===== src/rtl/core/ttcw_pkg.sv =====
`timescale 1ns / 1ps
// ----------------------------------------------------------------------------
// ttcw_pkg
// Shared types, codes and reset values of the text terminal cell writer.
// ----------------------------------------------------------------------------
package ttcw_pkg;

    localparam int MAX_ROWS_DEF    = 64;
    localparam int MAX_COLUMNS_DEF = 128;

    // Item opcodes.
    localparam logic [1:0] OP_PUT_ITEM = 2'd0;
    localparam logic [1:0] OP_PUT_CUR  = 2'd1;
    localparam logic [1:0] OP_CLEAR    = 2'd2;
    localparam logic [1:0] OP_READ     = 2'd3;

    // Control characters.
    localparam logic [7:0] CH_NEWLINE   = 8'd10;
    localparam logic [7:0] CH_BACKSPACE = 8'd8;
    localparam logic [7:0] CH_NUL       = 8'd0;

    // Configuration register indexes.
    localparam logic [1:0] CFG_COLUMNS    = 2'd0;
    localparam logic [1:0] CFG_ROWS       = 2'd1;
    localparam logic [1:0] CFG_FOREGROUND = 2'd2;
    localparam logic [1:0] CFG_BACKGROUND = 2'd3;

    localparam logic [7:0]  COLUMNS_RST    = 8'd120;
    localparam logic [6:0]  ROWS_RST       = 7'd49;
    localparam logic [23:0] FOREGROUND_RST = 24'hAAAAAA;
    localparam logic [23:0] BACKGROUND_RST = 24'h1A001A;

    localparam int CMD_QUEUE_DEPTH = 2;

    typedef enum logic [2:0] {
        K_PUT,
        K_NEWLINE,
        K_BACKSPACE,
        K_CLEAR,
        K_READ
    } t_kind;

    // Classified command word handed from the front to the back.
    typedef struct packed {
        t_kind       kind;
        logic [7:0]  ch;
        logic [23:0] fg;
        logic [23:0] bg;
        logic [5:0]  rd_row;
        logic [6:0]  rd_col;
        logic        rd_hit;
    } t_cmd;

    // Effective (clamped) configuration seen by the back.
    typedef struct packed {
        logic [7:0]  cols;
        logic [6:0]  rows;
        logic [23:0] fg;
        logic [23:0] bg;
    } t_cfg;

    typedef enum logic [2:0] {
        S_BOOT,
        S_IDLE,
        S_PUT_NEXT,
        S_READ,
        S_SCROLL_COPY,
        S_SCROLL_DRAIN,
        S_SCROLL_ZERO,
        S_CLEAR
    } t_bstate;

endpackage


===== src/rtl/core/ttcw_front.sv =====
`timescale 1ns / 1ps
// ----------------------------------------------------------------------------
// ttcw_front
// Holds the configuration registers and turns each accepted word into a
// classified command for the command queue.
// ----------------------------------------------------------------------------
module ttcw_front #(
    parameter int MAX_ROWS    = ttcw_pkg::MAX_ROWS_DEF,
    parameter int MAX_COLUMNS = ttcw_pkg::MAX_COLUMNS_DEF
) (
    input  logic             i_clk,
    input  logic             i_rst_n,
    input  logic             i_cfg_we,
    input  logic [1:0]       i_cfg_index,
    input  logic [23:0]      i_cfg_data,
    input  logic             i_valid,
    output logic             o_ready,
    input  logic [1:0]       i_opcode,
    input  logic [7:0]       i_char_code,
    input  logic [23:0]      i_item_foreground,
    input  logic [23:0]      i_item_background,
    input  logic [5:0]       i_read_row,
    input  logic [6:0]       i_read_column,
    input  logic             i_queue_full,
    input  logic             i_boot_done,
    output logic             o_push,
    output ttcw_pkg::t_cmd   o_cmd,
    output ttcw_pkg::t_cfg   o_cfg
);

    localparam logic [8:0] ROW_LIM = 9'(MAX_ROWS);
    localparam logic [8:0] COL_LIM = 9'(MAX_COLUMNS);

    logic [7:0]  r_cols;
    logic [6:0]  r_rows;
    logic [23:0] r_fg;
    logic [23:0] r_bg;

    always_ff @(posedge i_clk) begin
        if (!i_rst_n) begin
            r_cols <= ttcw_pkg::COLUMNS_RST;
            r_rows <= ttcw_pkg::ROWS_RST;
            r_fg   <= ttcw_pkg::FOREGROUND_RST;
            r_bg   <= ttcw_pkg::BACKGROUND_RST;
        end else if (i_cfg_we) begin
            unique case (i_cfg_index)
                ttcw_pkg::CFG_COLUMNS:    r_cols <= i_cfg_data[7:0];
                ttcw_pkg::CFG_ROWS:       r_rows <= i_cfg_data[6:0];
                ttcw_pkg::CFG_FOREGROUND: r_fg   <= i_cfg_data;
                ttcw_pkg::CFG_BACKGROUND: r_bg   <= i_cfg_data;
                default: ;
            endcase
        end
    end

    always_comb begin
        o_cfg.fg = r_fg;
        o_cfg.bg = r_bg;
        if (r_cols < 8'd2) begin
            o_cfg.cols = 8'd2;
        end else if (9'(r_cols) > COL_LIM) begin
            o_cfg.cols = 8'(MAX_COLUMNS);
        end else begin
            o_cfg.cols = r_cols;
        end
        if (r_rows == 7'd0) begin
            o_cfg.rows = 7'd1;
        end else if (9'(r_rows) > ROW_LIM) begin
            o_cfg.rows = 7'(MAX_ROWS);
        end else begin
            o_cfg.rows = r_rows;
        end
    end

    assign o_ready = i_boot_done && !i_queue_full;
    assign o_push  = i_valid && o_ready;

    always_comb begin
        o_cmd.ch     = i_char_code;
        o_cmd.fg     = i_item_foreground;
        o_cmd.bg     = i_item_background;
        o_cmd.rd_row = i_read_row;
        o_cmd.rd_col = i_read_column;
        o_cmd.rd_hit = (9'(i_read_row) < ROW_LIM) && (9'(i_read_column) < COL_LIM);
        o_cmd.kind   = ttcw_pkg::K_PUT;
        unique case (i_opcode)
            ttcw_pkg::OP_PUT_ITEM, ttcw_pkg::OP_PUT_CUR: begin
                if (i_opcode == ttcw_pkg::OP_PUT_CUR) begin
                    o_cmd.fg = r_fg;
                    o_cmd.bg = r_bg;
                end
                if (i_char_code == ttcw_pkg::CH_NEWLINE) begin
                    o_cmd.kind = ttcw_pkg::K_NEWLINE;
                end else if (i_char_code == ttcw_pkg::CH_BACKSPACE) begin
                    o_cmd.kind = ttcw_pkg::K_BACKSPACE;
                end else begin
                    o_cmd.kind = ttcw_pkg::K_PUT;
                end
            end
            ttcw_pkg::OP_CLEAR: o_cmd.kind = ttcw_pkg::K_CLEAR;
            ttcw_pkg::OP_READ:  o_cmd.kind = ttcw_pkg::K_READ;
            default:            o_cmd.kind = ttcw_pkg::K_PUT;
        endcase
    end

endmodule


===== config.mk =====
export PLATFORM = sky130hd
export DESIGN_NAME = ttcw_front
export DESIGN_NICKNAME = d
export VERILOG_FILES = /design/src/rtl/core/ttcw_pkg.sv /design/src/rtl/core/ttcw_front.sv
export SDC_FILE = /design/constraint.sdc
export NUM_CORES = 1
export LEC_CHECK = 0
export ABC_AREA = 0
export BUFFER_PORTS_ARGS = -buffer_cell sky130_fd_sc_hd__clkbuf_2
export CAP_MARGIN = 20
export CORE_MARGIN = 8
export CORE_UTILIZATION = 41
export DETAILED_ROUTE_END_ITERATION = 8
export GPL_TIMING_DRIVEN = 1
export PLACE_DENSITY = 0.89
export SLEW_MARGIN = 20
export SYNTH_ARGS = -nofsm -noshare
export SYNTH_HDL_FRONTEND = slang
export SYNTH_SLANG_ARGS = --single-unit

===== constraint.sdc =====
create_clock -name i_clk -period 1.75 [get_ports i_clk]
set_clock_uncertainty 0.1 [all_clocks]
set_input_delay 0.35 -clock i_clk [delete_from_list [all_inputs] [get_ports i_clk]]
set_output_delay 0.35 -clock i_clk [all_outputs]
set_load 0.03 [all_outputs]

## After elaboration in Yosys (flattened, before gate mapping)

Cells that the tools add are included.

| storage, ports and cells | value |
|---|---|
| flip-flop bits (word level) | 63 |
| input bits | 103 |

| operators by class | value |
|---|---|
| magnitude comparators | 3 |
| reduce and logical (&&, ||, !) cells | 11 |
| equality and inequality tests | 8 |
| mux-type cells | 9 |

Operators with widths:

| kind | count |
|---|---|
| $mux W48 | 2 |
| $eq A8 B4 Y1 const B | 2 |
| $mux W8 | 2 |
| $mux W7 | 2 |
| $pmux W3 S3 | 1 |
| $eq A2 B2 Y1 const B | 4 |
| $gt A8 B8 Y1 const B | 1 |
| $lt A8 B2 Y1 const B | 1 |
| $reduce_and A2 Y1 | 4 |
| $gt A7 B7 Y1 const B | 1 |
| $logic_not A7 Y1 | 1 |
| $eq A2 B1 Y1 const B | 2 |
| $logic_not A2 Y1 | 2 |
| $mux W2 | 2 |
| $logic_and A1 B1 Y1 | 2 |
| $reduce_or A2 Y1 | 1 |
| $logic_not A1 Y1 | 1 |

## Logic depth before layout (Yosys ltp)

| logic depth | value |
|---|---|
| depth in word-level cells | 4 |
| mapped depth | 5 |

## Worst setup path after synthesis

OpenSTA, ideal clock, no wires.

| timing | value |
|---|---|
| path kind | in2out |
| start | input i_opcode[1] |
| end | output o_cmd[71] in the netlist's numbering |
| buffers on the path | 0 |
| setup slack | -0.165 ns |
| stages | 3 |
| arrival time | 1.465 ns |
| cells stage by stage | nor4b_1 nand2_1 o21ai_0 |

RTL lines:

| item | line | RTL |
|---|---|---|
| start: declaration | ttcw_front.sv:18 | `input logic [1:0] i_opcode,` |
| end: declaration | ttcw_front.sv:27 | `output ttcw_pkg::t_cmd o_cmd,` |

==> impl_metrics.py <==
metrics = {
    "final_layout": {
        "mostFrequentLayoutCells": "clkbuf_2, nand2_1, dfxtp_1",
        "n_antenna_cell": 0,
        "nets": 668,
        "layout_commonest_cell": "clkbuf_2",
        "fin_util_pct": 65.2,
        "postLayoutCellArea_um2": 5280,
        "syn2layout_area_growth_pct": 57.0,
        "num-fill-cells": 599,
        "drive_gt1_share_pct": 52.5,
    },
    "die": {
        "fp.dieW_um": 107,
        "top_level_ports": 241,
        "initial_utilization_pct": 41.5,
        "core_area_um2": 8090,
        "die_y_um": 107,
        "fp-row-count": 33,
        "die_area_um2": 11400,
    },
    "clocking": {
        "root_buffer": "clkbuf_8",
        "cts_tree": "built",
        "clk_pin_slew_ps": 70,
        "clkLatencyLatePin_ps": 330,
        "htree_levels": 3,
        "cts-buffers-inserted": 9,
        "clock_sinks": 63,
        "ctsHoldBuffers": 0,
        "cts_max_path_buffers": 2,
    },
    "power": {
        "peakVddDrop_mv": 0.470,
        "p_int_mw": 2.62,
        "p_leak_nw": 2.69,
        "seqPwrFrac_pct": 39.7,
        "power_switching_share_pct": 32.5,
        "comb_power_share_pct": 32.6,
        "power.density_nw_per_um2": 736,
        "p_clk_share_pct": 27.7,
        "p_switching_mw": 1.26,
        "design_power_total_mw": 3.88,
    },
    "timing": {
        "hold_slack_ps": 148,
        "rsz0062_at_grt": "yes",
        "period_needed_ps": 1840,
        "timing.fmax_mhz": 545,
        "slew_viol_final": 0,
        "finalHoldViolations": 0,
        "period_share_pct": 105,
        "post-route-worst-setup-slack_ps": -86.1,
        "finalSetupViolCount": 50,
    },
    "detailed_routing": {
        "routed_wl_mm": 13.6,
        "drtIter0Drc": 156,
        "wire_per_inst_um": 20.1,
        "firstDrtPassIters": 5,
        "drc": 0,
        "ant_nets": 0,
        "vias": 3497,
        "routed_via_density": 5.19,
    },
    "worst_setup_path": {
        "rr_endpoint": "r_rows[6]",
        "crit_type": "input port to output pin",
        "cp-start-kind": "input port",
        "r2r_start": "r_rows[6]",
        "arrival_ps": 1390,
        "critPathMaxFanout": 8,
        "r2r_setup_slack_ps": 850,
        "reg2reg_depth": 2,
        "cp-end-kind": "output pin",
        "worst_ep_required_time_ps": 1300,
    },
    "synthesis": {
        "synth_cells": 371,
        "synth_seq_area_share_pct": 37.5,
        "syn-num-nets": 474,
        "synth_area_um2": 3360,
        "synth_seq_cells": 63,
        "yosysWarnings": 0,
        "synth_cell_type_count": 30,
        "syn_area_per_cell_um2": 9.06,
    },
    "global_route": {
        "grt_util_met2_pct": 37.2,
        "grt_use_met1_pct": 20.8,
        "gr-max-usage-layer": "met2",
        "grt_use_total_pct": 20.4,
        "grt_pass1_wl_mm": 18.4,
        "grt_overflow": 0,
        "antenna_found_initial": 0,
        "gr-usage-met3_pct": 5.69,
        "grt_start_max_net_pins": 64,
        "grt_pass1_vias": 3530,
    },
    "status": {
        "status": "complete, but fails checks",
        "violations": "negative setup slack",
    },
    "place": {
        "dp_hpwl_mm": 8.98,
        "place_congestion": 0.841,
        "numPortBuffers": 213,
        "dp_slack_ps": -87.9,
        "placed_cell_area_um2": 4340,
    },
    "worst_hold_path": {
        "hp-class": "input port to flop",
        "hold_end": "r_fg[17]",
        "min_from": "i_cfg_data[17]",
        "whs_path_depth": 3,
    },
    "job": {
        "maxCapViolCount": 0,
    },
}
==> repair_timing <==
item / in CTS / in global routing
setup endpoints to repair: 51 / 53
cloned: 0 / 6
gates resized for setup: 108 / 87
pin swaps: 3 / 2
setup buffers: 0 / 1
==> logic make-up (layout without fill, tap and decap cells) <==
logic type,count (synthesis),count (layout),synth area share [%]
AND/OR/NAND/NOR,162,162,22.1
multiplexers,63,63,22.8
flip-flops,63,63,37.5
buffers and inverters,49,247,10.3
AO/OA/AOI/OAI,33,33,7.26
other,1,1,0.112
==> power groups by stage <==
stage,registers (mW),logic [mW],clock network (mW)
2_1_floorplan,1.64,0.624,0
3_3_place_gp,1.57,0.946,0
3_5_place_dp,1.57,0.965,0
4_1_cts,1.54,1.11,1.10
5_1_grt,1.55,1.32,1.16
6_report,1.54,1.26,1.08
==> cell usage after synthesis <==
cell type  instances  area (µm²)
a21boi_2           1        11.3
and3b_1            2        17.5
a21boi_1          21         158
nand2b_4           1        13.8
nor3_1             1        5.00
nand3_1           20         100
buf_4             25         188
buf_6              8        90.1
dfxtp_1           63        1260
clkbuf_1           9        33.8
conb_1             1        3.75
and2_1             2        12.5
nor4b_1            1        8.76
nand3b_1           1        7.51
mux2i_1           15         150
o21ai_0            1        5.00
inv_1              1        3.75
mux2_4            20         300
nand3b_2           1        11.3
nor3b_2            1        12.5
a21boi_0           8        60.1
nand2_1          106         398
nand2b_1           1        6.26
mux2_2            28         315
nor2_1             3        11.3
buf_2              6        30.0
a21oi_1            2        10.0
and3_1             1        6.26
nor4_1             2        12.5
nor2b_1           19         119
==> sequential cells by signal, summed over array words and instances (netlist names) <==
register  count
r_bg         24
r_fg         24
r_cols        8
r_rows        7
==> stage by stage <==
| step | setup TNS (ps) | instances |
|---|---|---|
| floorplan | 0 | 371 |
| finish | -3080 | 674 |
| detailed placement | -2750 | 652 |
| CTS | -1330 | 667 |
| global route | -4080 | 674 |
| global placement | -1120 | 652 |
==> worst max-delay path, cell delays in order <==
cell	delay, ps
buf_8	100
nand2b_4	250
clkbuf_16	220
mux2_4	320
buf_8	140
==> worst max path at each step <==
stage | startpoint | end | slack (ps)
after floorplan | i_opcode[1] | o_cmd[71] | 60
after global routing | r_cols[6] | o_cfg[55] | -140
after detailed placement | i_opcode[1] | o_cmd[34] | -90
final | i_opcode[1] | o_cmd[39] | -90
after global placement | i_opcode[1] | o_cmd[37] | -40
after CTS | r_cols[6] | o_cfg[56] | -90
==> area by class of cell <==
class                      instances  area (µm²)  area share [%]
clock buffer                      14         153            2.89
clock inverter                     1        5.00          0.0948
inverter                           1        3.75          0.0711
multi-input combinational        259        1890            35.9
sequential                        63        1260            23.9
tap                              105         131            2.49
timing repair buffer             231        1830            34.7
==> layer usage <==
layer,routed length [µm],part of all wire (%)
met1,5070,37
met2,7060,52
met3,1070,7.9
met4,382,2.8
met5,0,0
Power figures use the tool's default switching activity.
