--- src/rtl/core/ttcw_pkg.sv ---
`timescale 1ns / 1ps
// ----------------------------------------------------------------------------
// ttcw_pkg
// Shared types, codes and reset values of the text terminal cell writer.
// ----------------------------------------------------------------------------
package ttcw_pkg;

    localparam int MAX_ROWS_DEF    = 64;
    localparam int MAX_COLUMNS_DEF = 128;

    // Item opcodes.
    localparam logic [1:0] OP_PUT_ITEM = 2'd0;
    localparam logic [1:0] OP_PUT_CUR  = 2'd1;
    localparam logic [1:0] OP_CLEAR    = 2'd2;
    localparam logic [1:0] OP_READ     = 2'd3;

    // Control characters.
    localparam logic [7:0] CH_NEWLINE   = 8'd10;
    localparam logic [7:0] CH_BACKSPACE = 8'd8;
    localparam logic [7:0] CH_NUL       = 8'd0;

    // Configuration register indexes.
    localparam logic [1:0] CFG_COLUMNS    = 2'd0;
    localparam logic [1:0] CFG_ROWS       = 2'd1;
    localparam logic [1:0] CFG_FOREGROUND = 2'd2;
    localparam logic [1:0] CFG_BACKGROUND = 2'd3;

    localparam logic [7:0]  COLUMNS_RST    = 8'd120;
    localparam logic [6:0]  ROWS_RST       = 7'd49;
    localparam logic [23:0] FOREGROUND_RST = 24'hAAAAAA;
    localparam logic [23:0] BACKGROUND_RST = 24'h1A001A;

    localparam int CMD_QUEUE_DEPTH = 2;

    typedef enum logic [2:0] {
        K_PUT,
        K_NEWLINE,
        K_BACKSPACE,
        K_CLEAR,
        K_READ
    } t_kind;

    // Classified command word handed from the front to the back.
    typedef struct packed {
        t_kind       kind;
        logic [7:0]  ch;
        logic [23:0] fg;
        logic [23:0] bg;
        logic [5:0]  rd_row;
        logic [6:0]  rd_col;
        logic        rd_hit;
    } t_cmd;

    // Effective (clamped) configuration seen by the back.
    typedef struct packed {
        logic [7:0]  cols;
        logic [6:0]  rows;
        logic [23:0] fg;
        logic [23:0] bg;
    } t_cfg;

    typedef enum logic [2:0] {
        S_BOOT,
        S_IDLE,
        S_PUT_NEXT,
        S_READ,
        S_SCROLL_COPY,
        S_SCROLL_DRAIN,
        S_SCROLL_ZERO,
        S_CLEAR
    } t_bstate;

endpackage

--- src/rtl/core/ttcw_cmd_fifo.sv ---
`timescale 1ns / 1ps
// ----------------------------------------------------------------------------
// ttcw_cmd_fifo
// Two-entry command queue between the front and the back.
// ----------------------------------------------------------------------------
module ttcw_cmd_fifo (
    input  logic           i_clk,
    input  logic           i_rst_n,
    input  logic           i_push,
    input  ttcw_pkg::t_cmd i_push_cmd,
    output logic           o_full,
    input  logic           i_pop,
    output ttcw_pkg::t_cmd o_pop_cmd,
    output logic           o_empty
);

    ttcw_pkg::t_cmd r_slot [ttcw_pkg::CMD_QUEUE_DEPTH];
    logic           r_wr_ptr;
    logic           r_rd_ptr;
    logic [1:0]     r_count;

    assign o_full    = (r_count == 2'(ttcw_pkg::CMD_QUEUE_DEPTH));
    assign o_empty   = (r_count == 2'd0);
    assign o_pop_cmd = r_slot[r_rd_ptr];

    always_ff @(posedge i_clk) begin
        if (i_push) begin
            r_slot[r_wr_ptr] <= i_push_cmd;
        end
    end

    always_ff @(posedge i_clk) begin
        if (!i_rst_n) begin
            r_wr_ptr <= 1'b0;
            r_rd_ptr <= 1'b0;
            r_count  <= 2'd0;
        end else begin
            if (i_push) begin
                r_wr_ptr <= ~r_wr_ptr;
            end
            if (i_pop) begin
                r_rd_ptr <= ~r_rd_ptr;
            end
            if (i_push && !i_pop) begin
                r_count <= r_count + 2'd1;
            end else if (i_pop && !i_push) begin
                r_count <= r_count - 2'd1;
            end
        end
    end

endmodule

--- config.mk ---
export PLATFORM = sky130hd
export DESIGN_NAME = ttcw_cmd_fifo
export DESIGN_NICKNAME = d
export VERILOG_FILES = /design/src/rtl/core/ttcw_pkg.sv /design/src/rtl/core/ttcw_cmd_fifo.sv
export SDC_FILE = /design/constraint.sdc
export NUM_CORES = 1
export LEC_CHECK = 0
export BUFFER_PORTS_ARGS = -buffer_cell sky130_fd_sc_hd__clkbuf_2
export CAP_MARGIN = 20
export CORE_MARGIN = 8
export CORE_UTILIZATION = 52
export DETAILED_ROUTE_END_ITERATION = 6
export HOLD_SLACK_MARGIN = 0.08
export PLACE_DENSITY_LB_ADDON = 0.3
export SYNTH_ARGS = -nofsm -noshare
export SYNTH_HDL_FRONTEND = slang
export SYNTH_SLANG_ARGS = --single-unit
--- constraint.sdc ---
create_clock -name i_clk -period 5.25 [get_ports i_clk]
set_clock_uncertainty 0.2 [all_clocks]
set_input_delay 0.525 -clock i_clk [delete_from_list [all_inputs] [get_ports i_clk]]
set_output_delay 0.525 -clock i_clk [all_outputs]
set_load 0.005 [all_outputs]
Word level (Yosys, flattened, before mapping) --
Memory sizes are Yosys's and may differ from the RTL's. A register that Yosys moved wholly into a read port is not among the register bits. Cells that the tools add are included.
Storage, ports and cells: bits in writable memories 146, memories 1, bits in registers 4, bits of input ports 77, output and inout bits 75, logic and storage cells 21
Memory list:
- r_slot | words 2, width 73, read ports 1, clocked after Yosys merged registers in 1, write ports 1, RTL line ttcw_cmd_fifo.sv:17 | ttcw_pkg::t_cmd r_slot [ttcw_pkg::CMD_QUEUE_DEPTH];
Operators by class: bitwise operators 2, add/subtract/negate cells 2, equality and inequality tests 1, reductions and logical operators 6, muxes and demuxes 6
Operators by type and width (count):
- $mux 1 | 4
- $mux 2 | 2
- $add 2x1->2 const B | 1
- $eq 2x2->1 const B | 1
- $logic_and 1x1->1 | 2
- $logic_not 1->1 | 2
- $logic_not 2->1 | 1
- $not 1->1 | 2
- $reduce_bool 2->1 | 1
- $sub 2x1->2 const B | 1

Depth between registers and ports, before layout --
Gate-level depths: netlist (run 1).
word-level depth 4, mapped depth 5

Worst setup path after synthesis (run 1) --
Ideal clock, no wire load.
kind in2reg, start point in i_push, end point mem r_slot[0][0] (netlist name) (enable), slack 0.781 ns, required time 4.536 ns, path buffers 0, cell stages on the path 1, arrival time 3.755 ns, path through nor2b_1
On the way: cells in the longest elaborated chain, start to end 2
RTL lines:
- start: declaration | RTL line ttcw_cmd_fifo.sv:9 | input logic i_push,
- $mux 1 | RTL line ttcw_cmd_fifo.sv:27 | if (i_push) begin
- $mux 1 (not written as such) | RTL line ttcw_cmd_fifo.sv:28 | r_slot[r_wr_ptr] <= i_push_cmd;
- end: declaration | RTL line ttcw_cmd_fifo.sv:17
Every way passes these cells.

==> impl_metrics.csv, run 1 <==
group,metric,value,unit
status,run_status,"completed",
yosys,mappedNetlistNets,327,
power_and_ir_drop,internal_power,2320,uW
final_layout,fraction_of_final_layout_cells_sized_beyond_drive_strength_1,0.517,
place,post-dp-hpwl,6290,um
worst_setup_path,worst_ep_required_time,4.53,ns
clock_network,cts_made_buffers,17,
final_layout,layout.nets,564,
sta,finalCriticalPeriod,2.82,ns
place,buffer_ports.inserted,151,
worst_setup_path,worst_setup_path_start_kind,"register",
clock_network,tritoncts_clock_tree,"done",
yosys,ys.warnings.count,0,
grt,first_global_vias,3461,
power_and_ir_drop,comb_power_share,0.093,
floorplanning,dieHeight,119,um
yosys,syn-instance-count,249,
power_and_ir_drop,power_density,377,mW/mm^2
clock_network,cts.reportedPaths.clkPinSlew,0.06,ns
clock_network,cts_post_setup_buffers_inserted,0,
route,wl_per_cell,17.5,um
clock_network,clock_tree.root_cell,"sky130_fd_sc_hd__clkbuf_8",
worst_setup_path,crit_arrival,2.09,ns
worst_setup_path,timing.critical_path.to_type,"output port",
grt,first_pass_grt_wire_length,17500,um
clock_network,cts_htree_levels,4,
floorplanning,fp.dieArea,0.0141,mm^2
sta,rsz0062_at_grt,"no",
grt,globalRouteTotalUtil,0.161,
final_layout,filler_cell_count,622,
place,gpl.final_weighted_congestion,0.707,
power_and_ir_drop,static-leakage-power,0.00298,uW
route,wl,11200,um
sta,setup_viol,0,
power_and_ir_drop,power_switching,587,uW
clock_network,clkLatencyLatePin,0.51,ns
floorplanning,die_width,119,um
route,detail_route.drc_violations,0,
power_and_ir_drop,vdd_ir_drop_max,0.280,mV
worst_hold_path,hold_path_class,"in -> reg",
place,numPlacedInstances,529,
yosys,post_syn_area_per_cell,22.1,um^2
floorplanning,top_level_ports,152,
grt,grt_start_max_net_pins,74,
clock_network,clkSinkCount,151,
floorplanning,number_of_cell_rows,37,
sta,setup_slack,2.43,ns
final_layout,layout.core_utilization,0.748,
sta,setup_total_negative_slack,0,ns
sta,transition_time_at_the_pin_with_the_least_slew_margin,1.01,ns
yosys,ys_seq_area_frac,0.814,
yosys,synthDistinctLibCells,17,
sta,maxSlewHeadroom,0.325,
final_layout,finish.cell_count_without_fillers,636,
floorplanning,initial_core_util,0.534,
final_layout,area_added_between_synthesis_and_finish,40.0,%
yosys,synth-seq-cells,151,
worst_setup_path,critical_path_peak_fanout,73,
grt,grt_antenna_before_repair,1,
worst_setup_path,path_class,"reg -> out",
sta,final_hold_viol_count,0,
route,final_antenna_net_count,0,
power_and_ir_drop,power.switching_fraction,0.202,
floorplanning,coreArea,0.0103,mm^2
route,route.vias.total,3124,
sta,timing_max_transition_violations_final,0,
power_and_ir_drop,clock_power_share,0.415,
yosys,syn_area,0.00551,mm^2
sta,max_freq,0.355,GHz
route,detail_route.first_pass.iterations,5,
route,drt_first_iter_violations,207,
grt,overflow,0,
route,vias_per_cell,4.91,
flow_run,cap_violations,0,
sta,min_period_over_period,0.537,
place,place_ws,2.81,ns
clock_network,clock_tree.buffer_depth,2,
power_and_ir_drop,power_frac_seq,0.492,
## final timing paths
| check | slack [ns] | from | cells after the start | end |
|---|---|---|---|---|
| min | 0.16 | i_pop | 3 | register |
| max | 2.43 | register | 2 | o_pop_cmd[38] |
| max reg2reg | 3.17 | r_wr_ptr$_SDFFE_PN0P_ | 2 | r_slot[0][15]$_DFFE_PP_ |
| min reg2reg | 0.31 | r_count[1]$_SDFFE_PN0P_ | 2 | r_count[1]$_SDFFE_PN0P_ |
## through the flow
| stage | hold slack [ns] | instance area, um^2 | power [uW] |
|---|---|---|---|
| final | 0.159 | 7720 | 2910 |
| after global routing | 0.148 | 7720 | 3010 |
| after CTS | 0.133 | 7710 | 2930 |
| after detailed placement | 0.307 | 6370 | 1680 |
| after global placement | 0.280 | 6370 | 1670 |
| after floorplan | 0.266 | 5510 | 1570 |
## cell families after synthesis
| logic type | share of synthesized area |
|---|---|
| DFF | 0.814 |
| muxes | 0.149 |
| buffers and inverters | 0.0163 |
| and+or+nand+nor | 0.0102 |
| AOI/OAI and AO/OA | 0.00363 |
| xor gates and xnor gates | 0.00477 |
| adders and majority gates | 0.00227 |
## flip-flops by register name (all words and copies together), names as in the netlist, named ones only
register	flops
r_count	2
r_slot	146
r_rd_ptr	1
r_wr_ptr	1
## worst max-delay path: stages (launching register included)
cell                       delay [ns]
sky130_fd_sc_hd__dfxtp_4         0.98
sky130_fd_sc_hd__mux2_2          0.43
sky130_fd_sc_hd__clkbuf_2        0.13
## power groups by stage
stage | clock, uW | combinational [uW] | sequential (uW)
final | 1210 | 271 | 1430
after global routing | 1280 | 294 | 1440
after CTS | 1230 | 272 | 1430
after detailed placement | 0 | 226 | 1460
after global placement | 0 | 223 | 1450
after floorplan | 0 | 138 | 1430
## synthesized netlist by cell type
library cell / n / area, um^2
sky130_fd_sc_hd__nor2_1: 1 / 3.75
sky130_fd_sc_hd__and2b_2: 1 / 8.76
sky130_fd_sc_hd__nor2b_1: 2 / 12.5
sky130_fd_sc_hd__edfxtp_1: 146 / 4380
sky130_fd_sc_hd__dfxtp_1: 5 / 100
sky130_fd_sc_hd__a21boi_1: 1 / 7.51
sky130_fd_sc_hd__buf_6: 7 / 78.8
sky130_fd_sc_hd__xor2_1: 2 / 17.5
sky130_fd_sc_hd__ha_1: 1 / 12.5
sky130_fd_sc_hd__inv_1: 1 / 3.75
sky130_fd_sc_hd__o21ai_0: 1 / 5.00
sky130_fd_sc_hd__o21a_1: 1 / 7.51
sky130_fd_sc_hd__or3_1: 1 / 6.26
sky130_fd_sc_hd__xnor2_1: 1 / 8.76
sky130_fd_sc_hd__and2_1: 4 / 25.0
sky130_fd_sc_hd__buf_4: 1 / 7.51
sky130_fd_sc_hd__mux2_2: 73 / 822
## cells in the final DEF, fill, tap and decap left out, types with 2 or more instances in the layout
| cell | synthesis | routed |
|---|---|---|
| sky130_fd_sc_hd__clkbuf_2 | 0 | 151 |
| sky130_fd_sc_hd__and2_1 | 4 | 3 |
| sky130_fd_sc_hd__mux2_2 | 73 | 73 |
| sky130_fd_sc_hd__clkinv_4 | 0 | 3 |
| sky130_fd_sc_hd__bufinv_16 | 0 | 4 |
| sky130_fd_sc_hd__dfxtp_1 | 5 | 4 |
| sky130_fd_sc_hd__dlygate4sd3_1 | 0 | 74 |
| sky130_fd_sc_hd__edfxtp_1 | 146 | 146 |
| sky130_fd_sc_hd__clkbuf_1 | 0 | 2 |
| sky130_fd_sc_hd__clkbuf_16 | 0 | 16 |
| sky130_fd_sc_hd__clkinv_2 | 0 | 3 |
| sky130_fd_sc_hd__clkinvlp_4 | 0 | 2 |
| sky130_fd_sc_hd__xor2_1 | 2 | 2 |
## area by class of cell
cell class                      instances  area, um^2  area share
Antenna cell                            1        2.50    0.000324
Inverter                                1        3.75    0.000486
Multi-Input combinational cell         89         947       0.123
Clock buffer                           19         422      0.0546
Tap cell                              136         170      0.0220
Clock inverter                         13         180      0.0233
Sequential cell                       151        4490       0.582
Timing Repair Buffer                  226        1500       0.195
## layer usage
layer / vias up / GRT usage / wire length, um
li1: 1462 / - / -
met1: 1521 / 0.170 / 4420
met2: 121 / 0.276 / 5710
met3: 20 / 0.0619 / 797
met4: 0 / 0.0806 / 222
met5: - / 0 / 0
## timing repair
| action | CTS | global route |
|---|---|---|
| endpoints found under the hold margin | 151 | 0 |
| hold buffers | 74 | 0 |
| endpoints found under the setup margin | 0 | 0 |
| gates resized for setup | 0 | 0 |
Note: power is estimated with default switching activity, not from simulation.
==> run 2, diff against run 1 <==
--- a/config.mk
+++ b/config.mk
@@ -8,7 +8,7 @@
 export BUFFER_PORTS_ARGS = -buffer_cell sky130_fd_sc_hd__clkbuf_2
 export CAP_MARGIN = 20
 export CORE_MARGIN = 8
-export CORE_UTILIZATION = 52
+export CORE_UTILIZATION = 47
 export DETAILED_ROUTE_END_ITERATION = 6
 export HOLD_SLACK_MARGIN = 0.08
 export PLACE_DENSITY_LB_ADDON = 0.3
==> constraint.sdc (replaced) <==
create_clock -name i_clk -period 2.5 [get_ports i_clk]
set_clock_uncertainty 0.2 [all_clocks]
set_input_delay 0.25 -clock i_clk [delete_from_list [all_inputs] [get_ports i_clk]]
set_output_delay 0.25 -clock i_clk [all_outputs]
set_load 0.005 [all_outputs]
==> run 2 against run 1 <==
Compared with the run above: cell count increased by 2.2%; die area rose by 9.2%; first-iteration DRC count is 23% lower; critical path depth up 1; sequential share of layout area decreased by 0.88 points; count of clock-buffer cells in the layout grew 1; setup slack got worse by 2.2 ns.
==> impl_metrics.csv, run 2 (synthesized netlist as in run 1, its figures left out) <==
group,metric,value,unit
route,final_antenna_net_count,0,
clock_network,clock_tree.root_cell,"sky130_fd_sc_hd__clkbuf_16",
sta,min_period_over_period,0.897,
clock_network,cts_made_buffers,17,
grt,first_global_vias,3423,
final_layout,layout_commonest_cell,"sky130_fd_sc_hd__clkbuf_2",
route,wl_per_cell,16.9,um
final_layout,area_added_between_synthesis_and_finish,42.2,%
worst_setup_path,cpMaxStageDelayCell,"sky130_fd_sc_hd__dfxtp_4",
worst_setup_path,crit_arrival,1.79,ns
route,wl,11000,um
floorplanning,dieHeight,124,um
floorplanning,coreArea,0.0114,mm^2
sta,finalCriticalPeriod,2.24,ns
floorplanning,top_level_ports,152,
sta,max_freq,0.446,GHz
final_layout,most-common-layout-cells,"sky130_fd_sc_hd__clkbuf_2 (151), sky130_fd_sc_hd__edfxtp_1 (146), sky130_fd_sc_hd__dlygate4sd3_1 (76), sky130_fd_sc_hd__mux2_2 (73), sky130_fd_sc_hd__clkbuf_16 (17)",
clock_network,cts_hold_buffers,76,
route,detail_route.first_pass.iterations,4,
power_and_ir_drop,static-leakage-power,0.00303,uW
power_and_ir_drop,vdd_ir_drop_max,0.598,mV
sta,rsz0062_at_grt,"no",
clock_network,cts_post_setup_buffers_inserted,0,
clock_network,cts_htree_levels,4,
power_and_ir_drop,power.switching_fraction,0.201,
status,run_status,"completed",
worst_setup_path,worst_setup_path_start_kind,"register",
power_and_ir_drop,internal_power,4950,uW
place,placement.cell_area,0.00646,mm^2
place,buffer_ports.inserted,151,
floorplanning,fp.dieArea,0.0154,mm^2
route,route.vias.total,3062,
grt,grt_antenna_before_repair,0,
floorplanning,number_of_cell_rows,39,
clock_network,clkSinkCount,151,
worst_setup_path,worst_ep_required_time,2.05,ns
sta,final_hold_viol_count,0,
clock_network,count_of_instances_resized_after_the_clock_tree_is_built,0,
worst_setup_path,critical_path_peak_fanout,28,
flow_run,cap_violations,0,
sta,fin_hold_ws,0.172,ns
power_and_ir_drop,power_density,791,mW/mm^2
sta,setup_total_negative_slack,0,ns
worst_setup_path,timing.critical_path.cells,"buf_4 > mux2_2 > clkbuf_2",
route,detail_route.drc_violations,0,
grt,first_pass_grt_wire_length,17400,um
final_layout,antenna_cells,0,
clock_network,tritoncts_clock_tree,"done",
final_layout,top_register,"r_slot",
power_and_ir_drop,power_frac_seq,0.480,
final_layout,largest_reg_flops,146,
final_layout,filler_cell_count,784,
grt,overflow,0,
route,vias_per_cell,4.71,
worst_setup_path,timing.critical_path.to_type,"output port",
place,gpl.final_weighted_congestion,0.685,
grt,globalRouteTotalUtil,0.142,
final_layout,final_area,0.00784,mm^2
worst_hold_path,hold_path_class,"in -> reg",
sta,maxSlewHeadroom,0.728,
sta,transition_time_at_the_pin_with_the_least_slew_margin,0.408,ns
power_and_ir_drop,power_switching,1250,uW
clock_network,cts.reportedPaths.clkPinSlew,0.06,ns
clock_network,clock_tree.buffer_depth,2,
floorplanning,die_width,124,um
power_and_ir_drop,clock_power_share,0.421,
power_and_ir_drop,power.total,6200,uW
route,drt_first_iter_violations,160,
clock_network,clkLatencyLatePin,0.40,ns
place,post-dp-hpwl,7010,um
power_and_ir_drop,comb_power_share,0.100,
sta,timing_max_transition_violations_final,0,
worst_setup_path,path_class,"reg -> out",
worst_setup_path,delay_of_the_slowest_cell_on_the_worst_path,0.61,ns
floorplanning,initial_core_util,0.483,
grt,grt_start_max_net_pins,54,
sta,setup_viol,0,
final_layout,fraction_of_final_layout_cells_sized_beyond_drive_strength_1,0.519,
final_layout,layout.nets,572,
final_layout,reg_top3,"r_slot: 146 flops, r_count: 2 flops",
-- run 2: cell types whose count changed in the layout (fill, tap and decap cells not counted), sizes merged --
cell / change
clkinv: -2
dlygate4sd3: +2
clkbuf: +1
buf: +6
diode: -1
inv: +1
-- run 2: layer usage --
layer | vias to the layer above | GRT usage | routed length (um)
met5 | - | 0 | 0
met4 | 0 | 0.0567 | 133
met3 | 13 | 0.0562 | 714
met2 | 101 | 0.239 | 5450
met1 | 1474 | 0.158 | 4670
li1 | 1474 | - | -
-- run 2: path summary, 6_finish.rpt --
| path | from | depth (start not counted) | slack [ns] | to |
|---|---|---|---|---|
| hold reg to reg | r_count[1]$_SDFFE_PN0P_ | 2 | 0.33 | r_count[1]$_SDFFE_PN0P_ |
| setup / recovery | register | 3 | 0.26 | o_pop_cmd[54] |
| setup reg to reg | r_wr_ptr$_SDFFE_PN0P_ | 4 | 0.74 | r_wr_ptr$_SDFFE_PN0P_ |
| hold / removal | i_push | 4 | 0.17 | r_count[1]$_SDFFE_PN0P_ |
-- run 2: per-stage QoR --
stage	utilization	worst slack (ns)	cells
after CTS	0.686	0.228	650
after global placement	0.566	0.668	542
after floorplan	-	0.456	249
after global routing	0.686	0.159	650
final	0.686	0.258	650
after detailed placement	0.566	0.679	542
-- run 2: critical path: cells and delay by family (launching register included) --
family | cells | cell delay, ns
flops | 1 | 0.61
buf+inv | 2 | 0.41
mux | 1 | 0.37
-- run 2: power by group through the flow --
| stage | combinational [uW] | sequential, uW | clock, uW |
|---|---|---|---|
| after floorplan | 290 | 3000 | 0 |
| after global placement | 521 | 3020 | 0 |
| after detailed placement | 532 | 3030 | 0 |
| after CTS | 629 | 2980 | 2660 |
| after global routing | 676 | 2990 | 2760 |
| final | 617 | 2970 | 2610 |
-- run 2: layout make-up --
| type | count | area, um^2 | area share |
|---|---|---|---|
| Sequential cell | 151 | 4490 | 0.573 |
| Tap cell | 143 | 179 | 0.0228 |
| Timing Repair Buffer | 234 | 1610 | 0.205 |
| Inverter | 1 | 3.75 | 0.000479 |
| Clock inverter | 12 | 175 | 0.0224 |
| Clock buffer | 20 | 437 | 0.0557 |
| Multi-Input combinational cell | 89 | 947 | 0.121 |
==> run 3, diff against run 2 <==
--- a/config.mk
+++ b/config.mk
@@ -9,6 +9,7 @@
 export CAP_MARGIN = 20
 export CORE_MARGIN = 8
 export CORE_UTILIZATION = 47
+export CTS_BUF_LIST = sky130_fd_sc_hd__clkbuf_16
 export DETAILED_ROUTE_END_ITERATION = 6
 export HOLD_SLACK_MARGIN = 0.08
 export PLACE_DENSITY_LB_ADDON = 0.3
==> run 3 against run 2 <==
Compared with the run above: routed wire length down 0.11%; combinational power about the same; count of clock-buffer cells in the layout down 3; critical path type unchanged.
==> impl_metrics.csv, run 3 (synthesized netlist as in run 1, its figures left out) <==
group,metric,value,unit
route,vias_per_cell,4.70,
worst_setup_path,r2r_start,"r_wr_ptr$_SDFFE_PN0P_",
sta,min_period_over_period,0.900,
floorplanning,coreArea,0.0114,mm^2
sta,final_hold_viol_count,0,
clock_network,clkLatencyLatePin,0.40,ns
route,drt_first_iter_violations,172,
clock_network,cts_post_setup_buffers_inserted,0,
route,final_antenna_net_count,0,
worst_hold_path,hold_path_class,"in -> reg",
floorplanning,initial_core_util,0.483,
floorplanning,number_of_cell_rows,39,
power_and_ir_drop,power_switching,1240,uW
clock_network,clkSinkCount,151,
worst_setup_path,critical_path_peak_fanout,28,
final_layout,largest_reg_flops,146,
place,gpl.final_weighted_congestion,0.685,
worst_setup_path,path_depth,3,
floorplanning,die_width,124,um
sta,finalCriticalPeriod,2.25,ns
worst_setup_path,path_class,"reg -> out",
final_layout,layout.nets,572,
power_and_ir_drop,internal_power,4940,uW
route,wl_per_cell,16.8,um
worst_setup_path,path_buf_inv,2,
route,detail_route.first_pass.iterations,4,
final_layout,fraction_of_final_layout_cells_sized_beyond_drive_strength_1,0.519,
final_layout,top_register,"r_slot",
clock_network,cts_made_buffers,17,
sta,timing_max_transition_violations_final,0,
clock_network,cts_htree_levels,4,
power_and_ir_drop,power_frac_seq,0.481,
power_and_ir_drop,power.total,6180,uW
grt,grt_antenna_before_repair,0,
place,buffer_ports.inserted,151,
grt,first_pass_grt_wire_length,17400,um
sta,maxSlewHeadroom,0.722,
grt,overflow,0,
power_and_ir_drop,comb_power_share,0.100,
final_layout,area_added_between_synthesis_and_finish,42.2,%
clock_network,clock_tree.root_cell,"sky130_fd_sc_hd__clkbuf_16",
worst_setup_path,cpMaxStageDelayCell,"sky130_fd_sc_hd__dfxtp_4",
flow_run,cap_violations,0,
grt,first_global_vias,3423,
floorplanning,dieHeight,124,um
clock_network,tritoncts_clock_tree,"done",
final_layout,finish.cell_count_without_fillers,650,
worst_setup_path,worst_setup_path_endpoint,"o_pop_cmd[54]",
power_and_ir_drop,vdd_ir_drop_max,0.598,mV
final_layout,reg_top3,"r_slot: 146 flops, r_count: 2 flops",
final_layout,most-common-layout-cells,"sky130_fd_sc_hd__clkbuf_2 (151), sky130_fd_sc_hd__edfxtp_1 (146), sky130_fd_sc_hd__dlygate4sd3_1 (76), sky130_fd_sc_hd__mux2_2 (73), sky130_fd_sc_hd__clkbuf_16 (17)",
sta,transition_time_at_the_pin_with_the_least_slew_margin,0.416,ns
worst_setup_path,timing.critical_path.to_type,"output port",
worst_setup_path,worst_setup_path_start_kind,"register",
floorplanning,fp.dieArea,0.0154,mm^2
final_layout,layout_commonest_cell,"sky130_fd_sc_hd__clkbuf_2",
power_and_ir_drop,clock_power_share,0.419,
worst_setup_path,worst_ep_required_time,2.05,ns
sta,setup_total_negative_slack,0,ns
status,run_status,"completed",
power_and_ir_drop,power_density,789,mW/mm^2
grt,globalRouteTotalUtil,0.142,
final_layout,antenna_cells,0,
worst_setup_path,r2r_cells,4,
floorplanning,top_level_ports,152,
worst_setup_path,timing.critical_path.cells,"buf_4 > mux2_2 > clkbuf_2",
route,detail_route.drc_violations,0,
sta,rsz0062_at_grt,"no",
worst_setup_path,reg2reg_setup_slack,0.73,ns
power_and_ir_drop,power.switching_fraction,0.201,
worst_setup_path,rr_endpoint,"r_wr_ptr$_SDFFE_PN0P_",
grt,grt_start_max_net_pins,54,
place,numPlacedInstances,542,
power_and_ir_drop,static-leakage-power,0.00305,uW
clock_network,clock_tree.buffer_depth,2,
worst_setup_path,timing.critical_path.max_delay_family,"flip-flops",
sta,max_freq,0.445,GHz
route,route.vias.total,3058,
worst_setup_path,delay_of_the_slowest_cell_on_the_worst_path,0.61,ns
place,post-dp-hpwl,7010,um
route,wl,11000,um
sta,setup_viol,0,
clock_network,cts.reportedPaths.clkPinSlew,0.06,ns
worst_setup_path,crit_arrival,1.80,ns
-- run 3: cell types whose count changed in the layout (fill, tap and decap cells not counted), sizes merged --
cell,previous run,this run
inv,2,5
clkbuf,171,168
-- run 3: worst min-delay path, cell delays in order --
cell,delay (ns)
sky130_fd_sc_hd__clkbuf_2,0.12
sky130_fd_sc_hd__ha_1,0.18
sky130_fd_sc_hd__or3_1,0.12
sky130_fd_sc_hd__a21boi_1,0.05
-- run 3: metal layers --
layer	track usage	up-vias	share of wire
met3	0.0562	14	0.067
met5	0	-	0
met2	0.239	103	0.51
li1	-	1476	-
met1	0.158	1465	0.41
met4	0.0567	0	0.014
-- run 3: timing repair --
action,CTS,global route
hold buffers,76,0
endpoints found under the hold margin,151,0
gates resized for setup,0,0
endpoints found under the setup margin,0,0
-- run 3: worst min-delay path by stage --
stage                    from                      end  slack [ns]  cells after the start
2_1_floorplan   i_push_cmd[0]   r_slot[0][0]$_DFFE_PP_        0.15                      0
3_3_place_gp   i_push_cmd[66]  r_slot[1][66]$_DFFE_PP_        0.24                      1
3_5_place_dp   i_push_cmd[39]  r_slot[0][39]$_DFFE_PP_        0.24                      1
4_1_cts                i_push  r_count[1]$_SDFFE_PN0P_        0.16                      4
5_1_grt                i_push  r_count[1]$_SDFFE_PN0P_        0.21                      4
6_report               i_push  r_count[1]$_SDFFE_PN0P_        0.17                      4
-- run 3: power groups by stage --
stage               clock [uW]  sequential [uW]  combinational, uW
floorplan                    0             3000                290
global placement             0             3020                521
detailed placement           0             3030                532
CTS                       2650             2980                629
global route              2750             2990                676
finish                    2590             2970                617
-- run 3: layout make-up --
| type | count | area (um^2) |
|---|---|---|
| clock buffers | 17 | 425 |
| clock inverters | 15 | 186 |
| fillers | 784 | 3580 |
| inverters | 1 | 3.75 |
| multi-input cells | 89 | 947 |
| flip-flops and latches | 151 | 4490 |
| well taps | 143 | 179 |
| repair buffers | 234 | 1610 |
-- run 3: metrics by stage --
step | setup slack, ns | util | hold WS [ns] | cell area, um^2
2_1_floorplan | 0.456 | - | 0.149 | 5520
3_3_place_gp | 0.668 | 0.566 | 0.239 | 6460
3_5_place_dp | 0.679 | 0.566 | 0.244 | 6460
4_1_cts | 0.228 | 0.686 | 0.158 | 7840
5_1_grt | 0.159 | 0.686 | 0.205 | 7840
6_report | 0.250 | 0.686 | 0.174 | 7840
